<file path="src/design/mtsm_pkg.sv">
// Package for the masked template SAD matcher.
// Sizes, the queue entry type and shared constants; no dependencies.
package mtsm_pkg;

    localparam int MAX_PIXELS = 65536;
    localparam int ADDR_W     = $clog2(MAX_PIXELS);
    localparam int LEN_W      = ADDR_W + 1;
    localparam int SUM_W      = ADDR_W + 8;
    localparam int DELTA_W    = 15;
    localparam int PROD_W     = DELTA_W + LEN_W;
    localparam int CMP_W      = SUM_W + 8;
    localparam int PIX_W      = 25;
    localparam int FRAME_W    = 32;

    localparam logic [DELTA_W-1:0] DELTA_RESET = DELTA_W'(11520);
    localparam logic [LEN_W-1:0]   MAX_LEN     = LEN_W'(MAX_PIXELS);

    localparam int Q_DEPTH = 4;
    localparam int Q_AW    = $clog2(Q_DEPTH);
    localparam int Q_CW    = Q_AW + 1;

    // One classified item on its way from the front to the back.
    typedef struct packed {
        logic              frame;   // 1 frame pixel, 0 pattern load
        logic              wr;      // load item that lands in the store
        logic              cmp;     // frame position lies inside the pattern
        logic              last;
        logic [ADDR_W-1:0] addr;
        logic              opaque;
        logic [7:0]        red;
        logic [7:0]        green;
        logic [7:0]        blue;
    } q_entry_t;

    typedef struct packed {
        logic push;
        logic full;
    } q_ctrl_t;

endpackage

</file>
<file path="src/design/mtsm_front.sv">
// Front end: accepts items, tracks pattern length and frame position.
// Classifies each item into a queue entry. Uses mtsm_pkg.
module mtsm_front
    import mtsm_pkg::*;
(
    input  logic       clk,
    input  logic       rst_n,
    input  logic       in_valid,
    output logic       in_ready,
    input  logic       op,
    input  logic [7:0] red,
    input  logic [7:0] green,
    input  logic [7:0] blue,
    input  logic       opaque,
    input  logic       last,
    input  logic       q_full,
    output q_ctrl_t    q_ctrl,
    output q_entry_t   q_entry
);

    logic [LEN_W-1:0] len_reg, len_next;
    logic [LEN_W-1:0] pos_reg, pos_next;
    logic             closed_reg, closed_next;
    logic [LEN_W-1:0] len_eff;
    logic             accept;

    assign in_ready      = !q_full;
    assign accept        = in_valid && in_ready;
    assign q_ctrl.push   = accept;
    assign q_ctrl.full   = q_full;

    always_comb
    begin
        len_eff     = closed_reg ? '0 : len_reg;
        len_next    = len_reg;
        pos_next    = pos_reg;
        closed_next = closed_reg;

        q_entry.frame  = op;
        q_entry.wr     = 1'b0;
        q_entry.cmp    = 1'b0;
        q_entry.last   = last;
        q_entry.addr   = '0;
        q_entry.opaque = opaque;
        q_entry.red    = red;
        q_entry.green  = green;
        q_entry.blue   = blue;

        if (!op)
        begin
            // a load after a closed pattern starts over at position zero
            q_entry.wr   = len_eff < MAX_LEN;
            q_entry.addr = len_eff[ADDR_W-1:0];
            len_next     = (len_eff < MAX_LEN) ? len_eff + 1'b1 : len_eff;
            closed_next  = last;
            pos_next     = '0;
        end
        else
        begin
            q_entry.cmp  = (pos_reg < len_reg) && (pos_reg < MAX_LEN);
            q_entry.addr = pos_reg[ADDR_W-1:0];
            if (last)
                pos_next = '0;
            else if (pos_reg < MAX_LEN)
                pos_next = pos_reg + 1'b1;
        end
    end

    always_ff @(posedge clk or negedge rst_n)
    begin
        if (!rst_n)
        begin
            len_reg    <= '0;
            pos_reg    <= '0;
            closed_reg <= 1'b0;
        end
        else if (accept)
        begin
            len_reg    <= len_next;
            pos_reg    <= pos_next;
            closed_reg <= closed_next;
        end
    end

endmodule

</file>
<file path="config.mk">
export PLATFORM = sky130hd
export DESIGN_NAME = mtsm_front
export DESIGN_NICKNAME = d
export VERILOG_FILES = /design/src/design/mtsm_pkg.sv /design/src/design/mtsm_front.sv
export SDC_FILE = /design/constraint.sdc
export NUM_CORES = 1
export LEC_CHECK = 0
export BUFFER_PORTS_ARGS = -buffer_cell sky130_fd_sc_hd__clkbuf_2
export CORE_AREA = 2 2 57 112
export CTS_CLUSTER_SIZE = 14
export DETAILED_ROUTE_END_ITERATION = 8
export DIE_AREA = 0 0 59 114
export PLACE_DENSITY = 0.75
export SLEW_MARGIN = 40
export SYNTH_ARGS = -nofsm -noshare
export SYNTH_HDL_FRONTEND = slang
export SYNTH_SLANG_ARGS = --single-unit
</file>
<file path="constraint.sdc">
create_clock -name clk -period 1.9 [get_ports clk]
set_input_delay 0.19 -clock clk [delete_from_list [all_inputs] [get_ports clk]]
set_output_delay 0.19 -clock clk [all_outputs]
set_load 0.005 [all_outputs]
</file>
# After elaboration in Yosys (flattened, before gate mapping)
# Cells that the tools add are included.
[totals] input_bits=31 regBits=35 out_inout_bits=48 word_cells=23
[op_classes] eq_ne=1 muxes=8 bitwise=1 add_sub_neg=2 reduce_logical=5 n_lt_le_gt_ge=3
[op_table] op="$mux W17" n=5
[op_table] op="$add A17 B1 Y17 const B" n=2
[op_table] op="$lt A17 B17 Y1 const B" n=2
[op_table] op="$lt A17 B17 Y1" n=1
[op_table] op="$mux W16" n=1
[op_table] op="$reduce_and A2 Y1" n=2
[op_table] op="$ne A3 B1 Y1 const B" n=1
[op_table] op="$logic_and A1 B1 Y1" n=2
[op_table] op="$mux W1" n=2
[op_table] op="$logic_not A1 Y1" n=1
[op_table] op="$not A1 Y1" n=1

# Depth between registers and ports, before layout
[logic_depth] ltp_word=4 mapped_depth=8 ltp_nobuf=8

# Least setup slack after synthesis
# OpenSTA, ideal clock, no wires.
[synth_timing] path_kind="flip-flop to flip-flop" startpoint="reg closed_reg" endpoint="reg len_reg[14]" path_stages_with_launch=9 t_required_ps=1779 arrival_ps=1673 setup_ps=121 slack_ps=106 path_cell_list="dfrtp_1 > nand2b_1 > inv_1 > ha_1 > nand3b_1 > nor2_1 > and4_1 > o21ai_0 > a22o_1"
[synth_via] elab_chain_len=3 word_cells_on_any_way=4 classes_between="1 x add/sub; 1 x order compare; 2 x mux"
[synth_rtl] item="from (decl)" line="mtsm_front.sv:23" text="logic closed_reg, closed_next;"
[synth_rtl] item="from (signal assigned)" line="mtsm_front.sv:81" text="closed_reg <= closed_next;"
[synth_rtl] item="$mux W17 *" line="mtsm_front.sv:34" text="len_eff = closed_reg ? '0 : len_reg;"
[synth_rtl] item="$add A17 B1 Y17 or $lt A17 B17 Y1 (tied branches)" line="mtsm_front.sv:54" text="len_next = (len_eff < MAX_LEN) ? len_eff + 1'b1 : len_eff;"
[synth_rtl] item="$mux W17 *" line="mtsm_front.sv:54"
[synth_rtl] item="to (signal assigned)" line="mtsm_front.sv:79" text="len_reg <= len_next;"
[synth_rtl] item="to (decl)" line="mtsm_front.sv:21" text="logic [LEN_W-1:0] len_reg, len_next;"
# Mark *: on every way between the ends. The rest lies on a longest branch, timed or not.
# A chain may end at the register's enable or synchronous reset.

==> impl_metrics.csv <==
group,metric,value,unit
status,status,"complete, but fails checks",
status,violations,"setup timing",
synth,synth_top_area_frac,0.327,
global_route,grt_pass1_vias,2472,
timing,worstMarginPinSlew,0.659,ns
synth,synth.ff_latch_count,35,
global_route,antenna_found_initial,0,
worst_setup_path,end_kind,"output pin",
die,die_w,59,um
global_route,grt_pass1_wl,11.5,mm
synth,synth_seq_area_share,0.327,
clock_tree,cts_tree,"done",
drt,via_per_inst,6.00,
drt,vias,2490,
place,portBuffers,28,
synth,syn-num-nets,366,
cells_and_area,regArea,880,um^2
place,hpwl,5.16,mm
drt,wirelength,7.02,mm
synth,synth_common_cells,"35 x dfrtp_1, 32 x nor2_1, 29 x buf_4",
timing,setup_violations,2,
power_and_ir_drop,p_total,2.64,mW
timing,finalMaxSlewViolations,0,
worst_setup_path,path_class,"register to output pin",
drt,routedWlPerCell,16.9,um
die,dieArea,0.00673,mm^2
timing,skew,0.00671,ns
power_and_ir_drop,vdd_drop_max,617,uV
synth,synthFlopType,"dfrtp_1",
die,row_count,40,
global_route,grt-ovfl-total,0,
die,io_pins,79,
clock_tree,clock-sinks,35,
drt,drt_pass1_iterations,4,
worst_setup_path,path_max_fanout,2,
cells_and_area,drive_gt1_frac,0.310,
timing,period_share,1.03,
timing,fin_ws,-0.0552,ns
cells_and_area,finalNetCount,400,
cells_and_area,multi_input_area,0.00158,mm^2
drt,ant_nets,0,
clock_tree,cts_buffer_depth,2,
power_and_ir_drop,p_per_area,827,mW/mm^2
synth,synth_cell_types,44,
cells_and_area,antennaDiodeCount,0,
synth,synthArstFlopShare,1.00,
place,gp_congestion,0.860,
die,start_util,0.454,
cells_and_area,finish.utilization,0.541,
timing,fmax,511,MHz
timing,rsz0062_at_grt,"yes",
synth,synth.area.top_cells,"dfrtp_1 33%, ha_1 8.4%, buf_4 8.1%",
drt,drc,0,
clock_tree,clk_latency,0.28,ns
die,core,0.00591,mm^2
clock_tree,cts_root_buffer,"clkbuf_16",
cells_and_area,syn2layout_area_growth,19.1,%
worst_setup_path,critPathLaunchType,"register",
synth,yosysMostFrequentCell,"dfrtp_1",
synth,synth_edf_count,0,
global_route,grt_max_degree,29,
timing,hold_viol_final,0,
cells_and_area,n_fill_cell,530,
clock_tree,htreeDepth,2,
synth,yosysWarnings,0,
min_path,hold_path.class,"input pin to register",
power_and_ir_drop,leakage,1.50,nW
place,pre_cts_ws,0.0596,ns
die,die_y,114,um
synth,synthCells,317,
clock_tree,numCtsBuffers,5,
timing,post-route-min-period,1.96,ns
global_route,grt_use_total,0.219,
clock_tree,path_clk_slew,0.06,ns
worst_setup_path,required,1.71,ns
timing,setup_tns,-0.0692,ns
worst_setup_path,cp.arrival,1.77,ns
drt,initialDrtViolationCount,115,
synth,post_synth.cell_area_avg,8.45,um^2
timing,relSlewSlack,0.560,
synth,synth_area,0.00268,mm^2
synth,yosysTopAreaCell,"dfrtp_1",
timing,whs,0.200,ns
flow_run,drv_cap,0,
stage by stage:
step	area (um^2)	cells
6_report	3190	415
5_1_grt	3190	415
4_1_cts	3060	408
3_5_place_dp	2840	396
3_3_place_gp	2840	396
2_1_floorplan	2680	317
placed cells by master, fill, tap and decap left out, types with 6 or more instances in the layout:
cell       n
a22o_1     9
clkbuf_2  28
xnor2_1   11
nand3_1   15
o21ai_0   10
ha_1      12
inv_2      8
buf_4     38
o22ai_1    6
a21oi_1   16
nand4_1    8
nor3_1    10
dfrtp_1   32
inv_1     11
nand2_1   23
nor2_1    30
layer usage:
| layer | up-vias | part of all wire | track usage | routed length (um) |
|---|---|---|---|---|
| li1 | 1165 | - | - | - |
| met5 | - | 0 | 0 | 0 |
| met3 | 18 | 0.062 | 0.0363 | 436 |
| met2 | 113 | 0.52 | 0.372 | 3660 |
| met4 | 0 | 0.026 | 0.0788 | 182 |
| met1 | 1194 | 0.39 | 0.273 | 2730 |
final cells by class:
cell class / count / share of cell area
tap: 63 / 0.0247
multi-input combinational: 222 / 0.496
sequential: 35 / 0.275
inverter: 20 / 0.0243
clock buffer: 7 / 0.0415
timing repair buffer: 67 / 0.136
clock inverter: 1 / 0.00157
repair_timing:
item	in CTS	in global routing
setup endpoints to repair	11	4
buffers inserted	3	7
gates resized for setup	13	23
hold endpoints to repair	13	0
pin swaps	7	10
hold buffers	1	0
power breakdown:
part | internal, mW | total [mW] | switching [mW]
clock | 0.484 | 0.787 | 0.302
sequential | 0.827 | 0.929 | 0.102
combinational | 0.439 | 0.926 | 0.487
total | 1.75 | 2.64 | 0.891
path summary, 6_finish.rpt:
kind                                    startpoint                      end  slack [ns]  depth (start not counted)
hold reg to reg            len_reg[13]$_DFFE_PN0P_  len_reg[13]$_DFFE_PN0P_        0.56                          1
max in group asynchronous                    rst_n   len_reg[3]$_DFFE_PN0P_        0.90                          3
min in group asynchronous                    rst_n  len_reg[12]$_DFFE_PN0P_        0.35                          2
setup / recovery           len_reg[11]$_DFFE_PN0P_              q_entry[42]       -0.06                          8
hold / removal                                last   closed_reg$_DFFE_PN0P_        0.20                          3
setup reg to reg            closed_reg$_DFFE_PN0P_  len_reg[12]$_DFFE_PN0P_       -0.01                          9
critical path, cell delays in order (launching register included):
cell	delay [ns]
dfrtp_1	0.35
inv_1	0.07
ha_1	0.31
nand2_1	0.07
nor2_1	0.06
a211oi_2	0.22
o211ai_1	0.13
a21oi_2	0.15
clkbuf_2	0.12
logic make-up after synthesis:
logic type,count (synthesis),share of synthesized area
fa+ha+maj,18,0.0840
mux,6,0.0233
buf+inv,60,0.128
simple gates,116,0.233
flops,35,0.327
compound gates,66,0.153
xor+xnor,16,0.0523
Note: power is estimated with default switching activity, not from simulation.
