==> src/design/mtsm_pkg.sv <==
// Package for the masked template SAD matcher.
// Sizes, the queue entry type and shared constants; no dependencies.
package mtsm_pkg;

    localparam int MAX_PIXELS = 65536;
    localparam int ADDR_W     = $clog2(MAX_PIXELS);
    localparam int LEN_W      = ADDR_W + 1;
    localparam int SUM_W      = ADDR_W + 8;
    localparam int DELTA_W    = 15;
    localparam int PROD_W     = DELTA_W + LEN_W;
    localparam int CMP_W      = SUM_W + 8;
    localparam int PIX_W      = 25;
    localparam int FRAME_W    = 32;

    localparam logic [DELTA_W-1:0] DELTA_RESET = DELTA_W'(11520);
    localparam logic [LEN_W-1:0]   MAX_LEN     = LEN_W'(MAX_PIXELS);

    localparam int Q_DEPTH = 4;
    localparam int Q_AW    = $clog2(Q_DEPTH);
    localparam int Q_CW    = Q_AW + 1;

    // One classified item on its way from the front to the back.
    typedef struct packed {
        logic              frame;   // 1 frame pixel, 0 pattern load
        logic              wr;      // load item that lands in the store
        logic              cmp;     // frame position lies inside the pattern
        logic              last;
        logic [ADDR_W-1:0] addr;
        logic              opaque;
        logic [7:0]        red;
        logic [7:0]        green;
        logic [7:0]        blue;
    } q_entry_t;

    typedef struct packed {
        logic push;
        logic full;
    } q_ctrl_t;

endpackage

==> src/design/mtsm_queue.sv <==
// Short FIFO of classified items between front and back.
// Uses mtsm_pkg for the entry type and depth.
module mtsm_queue
    import mtsm_pkg::*;
(
    input  logic     clk,
    input  logic     rst_n,
    input  q_ctrl_t  q_ctrl,
    input  q_entry_t push_entry,
    output logic     full,
    output logic     pop_valid,
    input  logic     pop,
    output q_entry_t pop_entry
);

    q_entry_t         slots_reg [Q_DEPTH];
    logic [Q_AW-1:0]  wptr_reg, rptr_reg;
    logic [Q_CW-1:0]  cnt_reg, cnt_next;
    logic             do_push;
    logic             do_pop;

    assign full      = cnt_reg == Q_CW'(Q_DEPTH);
    assign pop_valid = cnt_reg != '0;
    assign pop_entry = slots_reg[rptr_reg];
    assign do_push   = q_ctrl.push && !q_ctrl.full;
    assign do_pop    = pop && pop_valid;

    always_comb
    begin
        cnt_next = cnt_reg;
        if (do_push && !do_pop)
            cnt_next = cnt_reg + 1'b1;
        else if (!do_push && do_pop)
            cnt_next = cnt_reg - 1'b1;
    end

    always_ff @(posedge clk)
    begin
        if (do_push)
            slots_reg[wptr_reg] <= push_entry;
    end

    always_ff @(posedge clk or negedge rst_n)
    begin
        if (!rst_n)
        begin
            wptr_reg <= '0;
            rptr_reg <= '0;
            cnt_reg  <= '0;
        end
        else
        begin
            if (do_push)
                wptr_reg <= wptr_reg + 1'b1;
            if (do_pop)
                rptr_reg <= rptr_reg + 1'b1;
            cnt_reg <= cnt_next;
        end
    end

endmodule

==> config.mk <==
export PLATFORM = sky130hd
export DESIGN_NAME = mtsm_queue
export DESIGN_NICKNAME = d
export VERILOG_FILES = /design/src/design/mtsm_pkg.sv /design/src/design/mtsm_queue.sv
export SDC_FILE = /design/constraint.sdc
export NUM_CORES = 1
export LEC_CHECK = 0
export BUFFER_PORTS_ARGS = -buffer_cell sky130_fd_sc_hd__buf_2
export CAP_MARGIN = 20
export CORE_UTILIZATION = 44
export CTS_CLUSTER_DIAMETER = 120
export DETAILED_ROUTE_END_ITERATION = 10
export PLACE_DENSITY = 0.71
export SLEW_MARGIN = 20
export SYNTH_ARGS = -nofsm -noshare
export SYNTH_HDL_FRONTEND = slang
export SYNTH_SLANG_ARGS = --single-unit
==> constraint.sdc <==
create_clock -name clk -period 2.85 [get_ports clk]
set_clock_uncertainty 0.15 [all_clocks]
set_input_delay 0.1425 -clock clk [delete_from_list [all_inputs] [get_ports clk]]
set_output_delay 0.1425 -clock clk [all_outputs]
set_load 0.1 [all_outputs]
* After elaboration in Yosys (flattened, before gate mapping)
Memory sizes are Yosys's and may differ from the RTL's.
Cells that the tools add are included.
** Word-level totals
- Register bits :: 7
- Bits in writable memories :: 180
- Output and inout port bits :: 47
- Word-level logic and storage cells :: 22
- Memories kept :: 1
** Cells by class
- Add/sub/neg operators :: 4
- Equality and inequality tests :: 1
- Multiplexer cells :: 4
- Reduce and logical (&&, ||, !) cells :: 9
** Memories
- slots_reg :: words 4, width 45, read ports 1, clocked after Yosys merged registers in 0, write ports 1, line mtsm_queue.sv:16 : q_entry_t slots_reg [Q_DEPTH];
** Operators by type and width (number)
- $mux W3 :: 2
- $add A2 B1 Y2 const B :: 2
- $logic_and A1 B1 Y1 :: 4
- $add A3 B1 Y3 const B :: 1
- $eq A3 B3 Y1 const B :: 1
- $logic_not A1 Y1 :: 3
- $reduce_bool A3 Y1 :: 1
- $sub A3 B1 Y3 const B :: 1
- $mux W1 :: 2
- $reduce_bool A2 Y1 :: 1

* Longest topological paths before layout
- Depth in word-level cells :: 6
- Gate-level depth with buffers :: 8

* Worst setup path after synthesis
Ideal clock, no wire load.
- Path kind :: register to output
- Start point :: reg cnt_reg[0]
- End point :: out full
- Arrival time :: 2.647 ns
- Required time :: 2.558 ns
- Path slack :: -0.090 ns
- Stages on the path, launching flop included :: 2
- Buffers on the path :: 0
- Path through :: dfrtp_1 nor3b_1
** Between the ends
- Cells in the longest elaborated chain, start to end :: 1
** RTL lines
- start: declaration :: line mtsm_queue.sv:18 : logic [Q_CW-1:0] cnt_reg, cnt_next;
- start signal: assignment :: line mtsm_queue.sv:57 : cnt_reg <= cnt_next;
- $eq A3 B3 Y1 :: line mtsm_queue.sv:22 : assign full = cnt_reg == Q_CW'(Q_DEPTH);
- end: declaration :: line mtsm_queue.sv:10 : output logic full,
Every way passes these cells.

==> results by group <==
Status
  • Outcome: finished, final reports clean

Setup path
  • Critical Path Fanout Max: 14
  • Setup Crit Path Kind: flop to output pin
  • CP Buf/Inv Count: 2
  • CP Cell Sequence: buf_4, mux4_2, buf_2
  • Startpoint types: flop
  • Largest stage delay, worst path: 0.56 ns
  • Critical path data arrival time: 2.20 ns
  • Gate family responsible for the most delay along the worst path: buffers and inverters
  • Required time at the endpoint of the critical path: 2.56 ns
  • Sort of element at the end of the critical path: output pin
  • Crit-path slowest cell: sky130_fd_sc_hd__dfrtp_4

Final layout
  • Number of flip-flops under the largest register name: 180
  • Reg area: 5585 µm²
  • Layout cells sized above 1: 0.4298
  • Number of diodes: 0
  • Layout net count: 492
  • Multi-input logic area: 1236 µm²
  • Synth-to-layout area growth: 26.96%
  • Layout fillers: 1,138

Yosys
  • Mean post-synth cell area: 25.54 µm²
  • Main area contributors after synthesis: sky130_fd_sc_hd__edfxtp_1, sky130_fd_sc_hd__mux4_2, sky130_fd_sc_hd__dfrtp_1, sky130_fd_sc_hd__ha_1, sky130_fd_sc_hd__buf_12
  • Most instantiated library cell after synthesis: sky130_fd_sc_hd__edfxtp_1
  • Proportion of synthesized chip area in sequential cells: 0.8064
  • Ys Warns: 0
  • Commonest register cell after synthesis: sky130_fd_sc_hd__edfxtp_1
  • Count of distinct cell types in the synthesized netlist: 23
  • Number of synthesized flops with an enable pin: 180
  • Cell count after synthesis: 271
  • Most frequent cells after synthesis: sky130_fd_sc_hd__edfxtp_1, sky130_fd_sc_hd__mux4_2, sky130_fd_sc_hd__dfrtp_1
  • Area of the mapped netlist: 6920 µm²
  • Yosys top cell area share: 0.7811
  • Flop and latch count out of synthesis: 187
  • Asr flop ratio synth: 0.03743
  • Net Count, Synth: 327
  • Cell type contributing the most total cell area after synthesis: sky130_fd_sc_hd__edfxtp_1

Floorplan
  • Area enclosed by the die boundary: 16,230 µm²
  • Initial core utilization: 0.4535
  • Rows: 45
  • Count of pins on the block boundary: 97
  • Area of the core: 15,260 µm²
  • Die Span X: 127.4 µm
  • Vertical die dimension: 127.4 µm

CTS
  • CTS tree: built
  • Worst skew pair latency: 0.42 ns
  • Root buffer cell: sky130_fd_sc_hd__clkbuf_16
  • Number of buffers added by the clock tree synthesis step: 17
  • Number of gates given a new drive strength after cts: 0
  • Number of clock sinks: 187
  • Clock slew at reported path FFs: 0.07 ns
  • H-tree depth: 4
  • Clock tree buffer depth: 2

GRT
  • Initial antenna violation count: 0
  • Via count of the first global-routing pass: 3,452
  • Overflow left after global routing: 0
  • Global-route wire length before repair: 18.46 mm
  • Pin count of the biggest net entering global routing: 29
  • All-layer global routing usage: 0.1592

Placed design
  • Quantity of I/O buffers inserted on ports: 96
  • GPL Wtd Cong: 0.6400
  • HPWL after DPL: 7.239 mm

Hold path
  • Class of the tightest hold or removal check: input port to flop

Timing
  • Number of slew-limit violations in the final report: 0
  • Worst slew margin relative to its limit: 0.6306
  • Actual transition at the worst max-transition pin: 0.5530 ns
  • Highest Clock Rate: 400.5 MHz
  • Min cycle time layout: 2.497 ns
  • Final setup vio count: 0
  • Fin Setup TNS: 0 ns
  • Hold Fails Final Rpt: 0
  • Unrepaired setup endpoints after global routing: false
  • Smallest hold slack: 0.08270 ns
  • Share of the clock period used by the worst path: 0.8760

Routing
  • DR vias: 3,219
  • Initial detailed-routing violation count: 151
  • Via-per-instance ratio: 4.877
  • Count of nets left with antenna violations after detail routing: 0
  • Detailed-route wire length per cell: 17.96 µm
  • First drt pass iteration count: 4
  • Routed WL: 11.85 mm
  • DRC violation count after routing: 0

Run
  • Max-cap violations: 0
[cells by family (layout without fill, tap and decap cells)]
| group | Yosys count | in the layout | share of synthesized area |
|---|---|---|---|
| compound gates | 1 | 1 | 0.0007225 |
| xor+xnor | 6 | 6 | 0.007594 |
| fa+ha+maj | 6 | 6 | 0.01193 |
| buf+inv | 14 | 192 | 0.01645 |
| flops | 187 | 187 | 0.8064 |
| mux | 46 | 46 | 0.1481 |
| simple gates | 11 | 11 | 0.008859 |
[worst reg2reg max path, cell delays in order (launching register included)]
cell and delay [ns]:
sky130_fd_sc_hd__dfrtp_1 0.44, sky130_fd_sc_hd__or3_1 0.42, sky130_fd_sc_hd__nand2_1 0.12, sky130_fd_sc_hd__ha_1 0.20, sky130_fd_sc_hd__inv_1 0.06, sky130_fd_sc_hd__fa_1 0.38
sky130_fd_sc_hd__xor2_1 0.16, sky130_fd_sc_hd__nor2_1 0.13, sky130_fd_sc_hd__xor2_1 0.17
[metal layers]
layer | vias to the layer above | routed length (µm) | global-route usage
li1 | 1472 | - | -
met1 | 1666 | 5069 | 0.1943
met2 | 72 | 6226 | 0.2684
met3 | 9 | 436 | 0.04355
met4 | 0 | 119 | 0.06723
met5 | - | 0 | 0
[what timing repair did]
item	in CTS	in global routing
setup buffers	0	0
hold buffers	49	0
hold endpoints to repair	191	0
[path summary, 6_finish.rpt]
| check | start | to | slack (ns) | depth (start not counted) |
|---|---|---|---|---|
| min reg2reg | cnt_reg[2]$_DFFE_PN0P_ | cnt_reg[2]$_DFFE_PN0P_ | 0.36 | 1 |
| min in group asynchronous | rst_n | cnt_reg[0]$_DFFE_PN0P_ | 0.53 | 3 |
| max reg2reg | cnt_reg[0]$_DFFE_PN0P_ | cnt_reg[2]$_DFFE_PN0P_ | 0.53 | 8 |
| min | q_ctrl[1] | wptr_reg[0]$_DFFE_PN0P_ | 0.08 | 3 |
| max in group asynchronous | rst_n | rptr_reg[0]$_DFFE_PN0P_ | 1.74 | 3 |
| max | rptr_reg[0]$_DFFE_PN0P_ | pop_entry[35] | 0.35 | 3 |
[per-stage QoR]
step | cells | utilization | setup WS, ns | cell area [µm²]
final | 660 | 0.5758 | 0.3534 | 8786
after global routing | 660 | 0.5758 | 0.2383 | 8786
after floorplan | 271 | - | 0.1600 | 6925
after CTS | 660 | 0.5758 | 0.2862 | 8786
after global placement | 579 | 0.5033 | 0.6574 | 7680
after detailed placement | 579 | 0.5033 | 0.5404 | 7680
[cells in the final DEF (no fill, tap or decap), types with 4 or more instances in the layout]
| cell | instances |
|---|---|
| sky130_fd_sc_hd__edfxtp_1 | 180 |
| sky130_fd_sc_hd__and2_2 | 4 |
| sky130_fd_sc_hd__dlygate4sd3_1 | 49 |
| sky130_fd_sc_hd__buf_2 | 96 |
| sky130_fd_sc_hd__dfrtp_1 | 5 |
| sky130_fd_sc_hd__mux4_2 | 45 |
| sky130_fd_sc_hd__inv_6 | 4 |
| sky130_fd_sc_hd__buf_4 | 11 |
| sky130_fd_sc_hd__xnor2_1 | 4 |
| sky130_fd_sc_hd__ha_1 | 5 |
| sky130_fd_sc_hd__clkbuf_16 | 17 |
[area by class of cell]
| class | instances | area share |
|---|---|---|
| clock buffer | 17 | 0.04842 |
| clock inverter | 15 | 0.02165 |
| inverter | 3 | 0.001282 |
| multi-input combinational | 70 | 0.1407 |
| sequential | 187 | 0.6357 |
| tap | 211 | 0.03005 |
| timing repair buffer | 157 | 0.1222 |
Power is not shown: default switching activity piles up to over one toggle a cycle in this logic, so the estimate is an artifact.
